**src/sabt_pkg.sv**
```systemverilog
// Shared widths, constants and types for the swept-box backout time block.
package sabt_pkg;

    localparam int NUM_W  = 25;   // distance magnitude, Q.8
    localparam int DEN_W  = 32;   // closing rate magnitude, Q.22
    localparam int REM_W  = DEN_W + 1;
    localparam int Q_W    = 31;   // time, Q17.14
    localparam int PRE_W  = 3;    // numerator bits that fall inside the quotient window
    localparam int DIV_LAT = Q_W + 1;

    localparam logic [Q_W-1:0] TIME_LIMIT = 31'd1638400000;

    localparam logic [1:0] EDGE_A_RIGHT  = 2'd0;
    localparam logic [1:0] EDGE_B_RIGHT  = 2'd1;
    localparam logic [1:0] EDGE_A_BOTTOM = 2'd2;
    localparam logic [1:0] EDGE_B_BOTTOM = 2'd3;

    typedef struct packed {
        logic           ok;
        logic [Q_W-1:0] q;
    } cand_t;

    typedef struct packed {
        logic           ok;
        logic [1:0]     idx;
        logic [Q_W-1:0] q;
    } best_t;

endpackage

```
**src/sabt_divider.sv**
```systemverilog
// Pipelined restoring divider: one quotient bit per stage, candidate range check.
module sabt_divider (
    input  logic                        aclk,
    input  logic                        en,
    input  logic                        in_ok,
    input  logic [sabt_pkg::NUM_W-1:0]  in_num,
    input  logic [sabt_pkg::DEN_W-1:0]  in_den,
    output sabt_pkg::cand_t             cand
);

    localparam int NS = sabt_pkg::Q_W;

    logic [sabt_pkg::REM_W-1:0] rem_reg [0:NS];
    logic [sabt_pkg::DEN_W-1:0] den_reg [0:NS];
    logic [sabt_pkg::Q_W-1:0]   q_reg   [0:NS];
    logic [sabt_pkg::PRE_W-1:0] low_reg [0:NS];
    logic                       ok_reg  [0:NS];

    // Entry: quotient would reach 2^31 when num >> 3 >= den, which is past the limit anyway.
    always_ff @(posedge aclk) begin
        if (en) begin
            rem_reg[0] <= {{(sabt_pkg::REM_W-sabt_pkg::NUM_W+sabt_pkg::PRE_W){1'b0}},
                           in_num[sabt_pkg::NUM_W-1:sabt_pkg::PRE_W]};
            den_reg[0] <= in_den;
            q_reg[0]   <= '0;
            low_reg[0] <= in_num[sabt_pkg::PRE_W-1:0];
            ok_reg[0]  <= in_ok && ({{(sabt_pkg::DEN_W-sabt_pkg::NUM_W+sabt_pkg::PRE_W){1'b0}},
                           in_num[sabt_pkg::NUM_W-1:sabt_pkg::PRE_W]} < in_den);
        end
    end

    for (genvar j = 1; j <= NS; j++) begin : g_step
        localparam int K = NS - j;
        logic                       bit_in;
        logic [sabt_pkg::REM_W-1:0] trial;
        logic [sabt_pkg::REM_W-1:0] rem_next;
        logic                       qb;

        if (K >= sabt_pkg::Q_W - sabt_pkg::PRE_W) begin : g_pre
            assign bit_in = low_reg[j-1][K-(sabt_pkg::Q_W-sabt_pkg::PRE_W)];
        end else begin : g_zero
            assign bit_in = 1'b0;
        end

        always_comb begin
            trial = {rem_reg[j-1][sabt_pkg::REM_W-2:0], bit_in};
            qb    = trial >= {1'b0, den_reg[j-1]};
            rem_next = qb ? trial - {1'b0, den_reg[j-1]} : trial;
        end

        always_ff @(posedge aclk) begin
            if (en) begin
                rem_reg[j] <= rem_next;
                den_reg[j] <= den_reg[j-1];
                q_reg[j]   <= {q_reg[j-1][sabt_pkg::Q_W-2:0], qb};
                low_reg[j] <= low_reg[j-1];
                ok_reg[j]  <= ok_reg[j-1];
            end
        end
    end

    assign cand.ok = ok_reg[NS] && (q_reg[NS] != '0) && (q_reg[NS] < sabt_pkg::TIME_LIMIT);
    assign cand.q  = q_reg[NS];

endmodule

```
**config.mk**
```make
export PLATFORM = sky130hd
export DESIGN_NAME = sabt_divider
export DESIGN_NICKNAME = d
export VERILOG_FILES = /design/src/sabt_pkg.sv /design/src/sabt_divider.sv
export SDC_FILE = /design/constraint.sdc
export NUM_CORES = 2
export LEC_CHECK = 0
export BUFFER_PORTS_ARGS = -buffer_cell sky130_fd_sc_hd__buf_2
export CAP_MARGIN = 30
export CORE_ASPECT_RATIO = 0.8
export CORE_MARGIN = 2
export CORE_UTILIZATION = 25
export DETAILED_ROUTE_END_ITERATION = 8
export PLACE_DENSITY = 0.46
export SLEW_MARGIN = 30
export SYNTH_ARGS = -nofsm -noshare
export SYNTH_HDL_FRONTEND = slang
export SYNTH_SLANG_ARGS = --single-unit
```
**constraint.sdc**
```tcl
create_clock -name aclk -period 4.4 [get_ports aclk]
set_clock_uncertainty 0.1 [all_clocks]
set_input_delay 1.32 -clock aclk [delete_from_list [all_inputs] [get_ports aclk]]
set_output_delay 1.32 -clock aclk [all_outputs]
set_load 0.02 [all_outputs]
```
# Yosys cells after proc, flatten, opt, wreduce, memory -nomap -nowiden
# Memories as Yosys holds them, arrays and structs flattened.
# Cells that the tools add are included.
dict set report classes {
  add_sub_neg 31
  reduce_logical 4
  order_cmp 33
  muxes 33
}
# cell count
set op_table {}
lappend op_table {{>= comparator 33 x 32 -> 1 bit} 31}
lappend op_table {{2-to-1 mux 33 bit} 31}
lappend op_table {{subtractor 33 x 32 -> 33 bit} 31}
lappend op_table {{< comparator 22 x 32 -> 1 bit} 1}
lappend op_table {{< comparator 31 bit (second input constant)} 1}
lappend op_table {{nonzero test 31 bit} 1}
lappend op_table {{logical AND 1 bit} 3}
lappend op_table {{2-to-1 mux 1 bit} 2}
dict set report word_totals {
  mem_bits_rw 3200
  ff_bits 0
  memories 5
  in_bits 60
  output_inout_bits 32
}
# memory words width read_ports rd_ports_with_merged_regs wr line_no
set memory_table {}
lappend memory_table {rem_reg 32 33 31 0 32 sabt_divider.sv:13} ;# logic [sabt_pkg::REM_W-1:0] rem_reg [0:NS];
lappend memory_table {den_reg 32 32 31 0 32 sabt_divider.sv:14} ;# logic [sabt_pkg::DEN_W-1:0] den_reg [0:NS];
lappend memory_table {q_reg 32 31 32 0 32 sabt_divider.sv:15} ;# logic [sabt_pkg::Q_W-1:0] q_reg [0:NS];
lappend memory_table {low_reg 32 3 31 0 32 sabt_divider.sv:16} ;# logic [sabt_pkg::PRE_W-1:0] low_reg [0:NS];
lappend memory_table {ok_reg 32 1 32 0 32 sabt_divider.sv:17} ;# logic ok_reg [0:NS];

# Longest topological paths before layout
# An unclocked memory read counts as a cell.
dict set report logic_depth {
  ltp_word 4
  depth_mapped 15
}

# Least setup slack after synthesis
# OpenSTA, ideal clock, no wires.
dict set report synth_timing {
  kind {flip-flop to flip-flop}
  from {memory den_reg[22][1] (netlist bit)}
  to {memory rem_reg[23][25] (netlist bit), data pin}
  period_less_slack_ns 3.825
  arrival_time_ns 3.465
  stages_incl_launch_ff 14
  required_time_ns 4.040
  path_buffers 1
  path_slack_ns 0.575
  path_cell_list {edfxtp_1 -> inv_1 -> ha_1 -> nor2b_1 -> o31a_1 -> o41a_1 -> a31oi_1 -> a21oi_1 -> a221o_1 -> and3_1 -> o311a_1 -> nor4_4 -> buf_6 -> mux2_2}
}
# element line_no
set synth_rtl {}
lappend synth_rtl {{start: declaration} sabt_divider.sv:14}
lappend synth_rtl {{end: declaration} sabt_divider.sv:13}

==> results.toml <==
[status]
status = "finished, final reports clean"

[yosys]
seq_area_frac_synth_pct = 54.0
synth_seq_cells = 2508
synth_ff_type = "edfxtp_1"
synth.mux.area_fraction_pct = 4.66
synth_nets = 13205
synth-edff-count = 2508
synth_compound_area_share_pct = 14.1
synth_area_per_cell_sq_um = 11.5
synth_xor_xnor_area_share_pct = 4.97
synth_cell_types = 86
synth_top_family_by_area = "compound AO/OA/AOI/OAI gates"
synthArstFlopShare_pct = 0
synth-simple-area-share_pct = 8.60
synthAdderAreaFrac_pct = 9.42
syn_area_sq_um = 140000
synthCells = 12112
yosys_warnings = 0

[global_routing]
antenna_found_initial = 12
grt_pass1_vias = 87826
grt.overflow.total = 0
grt_start_max_net_pins = 136
grtUsageTotal_pct = 11.9
grt_pass1_wl_um = 535000

[worst_hold_path]
hold_path.class = "reg2reg"
worstHoldStart = "q_reg[29][26]$_DFFE_PP_"

[worst_setup_path]
path_cells = "ha_1 > nor2b_1 > o31a_1 > o41a_1 > a31oi_2 > a21oi_1 > a221o_1 > and3_1 > o311a_1 > nor4_4 > buf_12 > mux2_1"
crit_path_start = "rem_reg[22][0]$_SDFFCE_PN0P_"
cp.arrival_ns = 4.83
critPathRequiredTime_ns = 4.98
critPathMaxStageDelay_ns = 0.40
path_class = "reg2reg"
cp-start-kind = "register"
critPathMaxFanout = 26
end_kind = "register"
rr_startpoint = "rem_reg[22][0]$_SDFFCE_PN0P_"
critPathSlowestCell = "edfxtp_1"

[power]
p_sw_share_pct = 37.2
p_comb_share_pct = 44.8
leakagePower_uw = 0.0632
p_int_uw = 73000
ir_drop_v = 0.000339
power_frac_clock_pct = 21.3
p_per_area_nw_per_um2 = 726
p_switching_uw = 43300
seqPwrFrac_pct = 33.9

[detailed_routing]
wirelength_um = 349000
drt_iter0_markers = 6705
drc_errors = 0
dr.pass1.iters = 5
vias = 90655
vias_per_cell = 4.52
ant_nets = 0
drt-wirelength-per-cell_um = 17.4

[timing]
period_minus_slack_ns = 4.24
hold_violations = 0
timing.final.crit_share_pct = 96.5
max_freq_mhz = 236
rsz0062_at_grt = "false"
max_slew_margin_pct = 35.6
finalMaxSlewViolations = 0
whs_ns = 0.261
setup_viol = 0
tightest_slew_ns = 0.956
fin_setup_tns_ns = 0

[clock_network]
postCtsHoldBufs = 0
cts-buffers-inserted = 290
clock_sinks = 2508
cts_tree = "built"
clk_pin_slew_ns = 0.06
htreeDepth = 5
insertion_delay_ns = 0.97
cts_buffer_depth = 4
root_buffer = "clkbuf_16"

[layout]
largest_register_ffs = 992
drive_gt1_share_pct = 10.7
nets = 13472
fin_cells = 20035
syn_to_final_growth_pct = 14.8

[die]
chipWidth_um = 839
fp.coreArea_sq_um = 556000
pin_count = 92
initial_core_util_pct = 25.1
die_area_sq_um = 564000
rows = 245
die_height_um = 672

[flow_run]
drv_cap = 0

[placed_design]
hpwl_um = 264000
port_buffers = 91
dp.cells = 19496
place_congestion = 0.841
cell usage in the layout, fill, tap and decap left out, types with 151 or more instances in the layout:
master,synthesis,layout
edfxtp_1,2508,2508
inv_1,1273,1273
ha_1,1003,1003
a21oi_1,911,908
nand2_1,789,789
o21ai_0,710,708
nor2_1,595,595
mux2_2,518,518
a21o_1,503,503
xnor2_1,460,460
xor2_1,332,332
clkbuf_16,0,294
nand3_1,206,206
nand4_1,177,177
buf_4,3,151
logic make-up (layout without fill, tap and decap cells):
group | Yosys count | count (layout)
other | 0 | 16
flip-flops | 2508 | 2508
XOR/XNOR | 792 | 792
AO/OA/AOI/OAI | 3103 | 3103
adder cells (fa/ha/maj) | 1033 | 1033
multiplexers | 582 | 582
buffers and inverters | 1590 | 2087
AND/OR/NAND/NOR | 2504 | 2504
synth_stat cells (42+ instances only):
cell         n  area share (%)
o21ai_0    710             2.5
nand3_1    206            0.74
nand4_1    177            0.79
nor3_1     121            0.43
mux2_2     518             4.2
and2_1      42            0.19
xnor2_1    460             2.9
or3_1       42            0.19
and3_1      79            0.35
nand2_1    789             2.1
xor2_1     332             2.1
a21o_1     503             2.7
a21oi_1    911             3.3
a31oi_1    117            0.52
edfxtp_1  2508              54
nor2_1     595             1.6
mux2i_1     43            0.31
o21bai_1   128            0.69
ha_1      1003             9.0
o31ai_1     75            0.40
nor4_1      48            0.22
o211ai_1    59            0.32
nor2b_1    140            0.63
inv_1     1273             3.4
a211oi_1    72            0.39
nand2b_1   140            0.63
clkbuf_1   268            0.72
o21a_1     149            0.80
power groups by stage:
| stage | logic [uW] | registers (uW) | clock network (uW) |
|---|---|---|---|
| 6_report | 52100 | 39400 | 24800 |
| 5_1_grt | 58100 | 40000 | 26700 |
| 4_1_cts | 52000 | 39600 | 25800 |
| 3_5_place_dp | 51500 | 40000 | 0 |
| 3_3_place_gp | 51500 | 40300 | 0 |
| 2_1_floorplan | 39200 | 37200 | 0 |
worst paths after layout:
kind | endpoint | slack [ns] | cells past startpoint
max | rem_reg[23][8]$_DFFE_PP_ | 0.16 | 12
min | q_reg[30][27]$_DFFE_PP_ | 0.26 | 0
max reg2reg | rem_reg[23][8]$_DFFE_PP_ | 0.16 | 12
min reg2reg | q_reg[30][27]$_DFFE_PP_ | 0.26 | 0
per-stage QoR:
step           setup WS (ns)  utilization [%]  cell area [sq um]  power (uW)
6_report               0.156             28.8             160000      116000
3_5_place_dp           0.177             27.0             150000       91600
5_1_grt              0.00468             28.8             160000      125000
2_1_floorplan          0.575                -             140000       76400
3_3_place_gp          0.0942             27.0             150000       91800
4_1_cts               0.0170             28.8             160000      117000
what timing repair did:
| item | CTS | global route |
|---|---|---|
| endpoints found under the setup margin | 1 | 73 |
| setup buffers | 1 | 0 |
| resized for setup | 1 | 6 |
final cells by class:
class,count,area (sq um)
diodes,16,40.0
clock buffers,336,7510
clock inverters,186,2170
fillers,57212,396000
inverters,1274,4780
multi-input cells,8014,58500
flip-flops and latches,2508,75300
well taps,7410,9270
repair buffers,291,2570
layer usage:
layer	part of all wire [%]	track usage, %	vias to the layer above	routed length, um
met2	44	18.6	1728	153000
met1	50	17.6	43355	174000
met3	4.2	1.54	421	14800
li1	-	-	45149	-
met5	0.0023	0	-	8
met4	2.2	2.74	2	7620
worst max-delay path, delay by kind of cell, from the launching register on:
family / cells / cell delay, ns
muxes: 1 / 0.36
buffers and inverters: 1 / 0.24
and+or+nand+nor: 3 / 0.65
DFF: 1 / 0.40
adders and majority gates: 1 / 0.33
AOI/OAI and AO/OA: 6 / 1.86
Power figures use the tool's default switching activity.
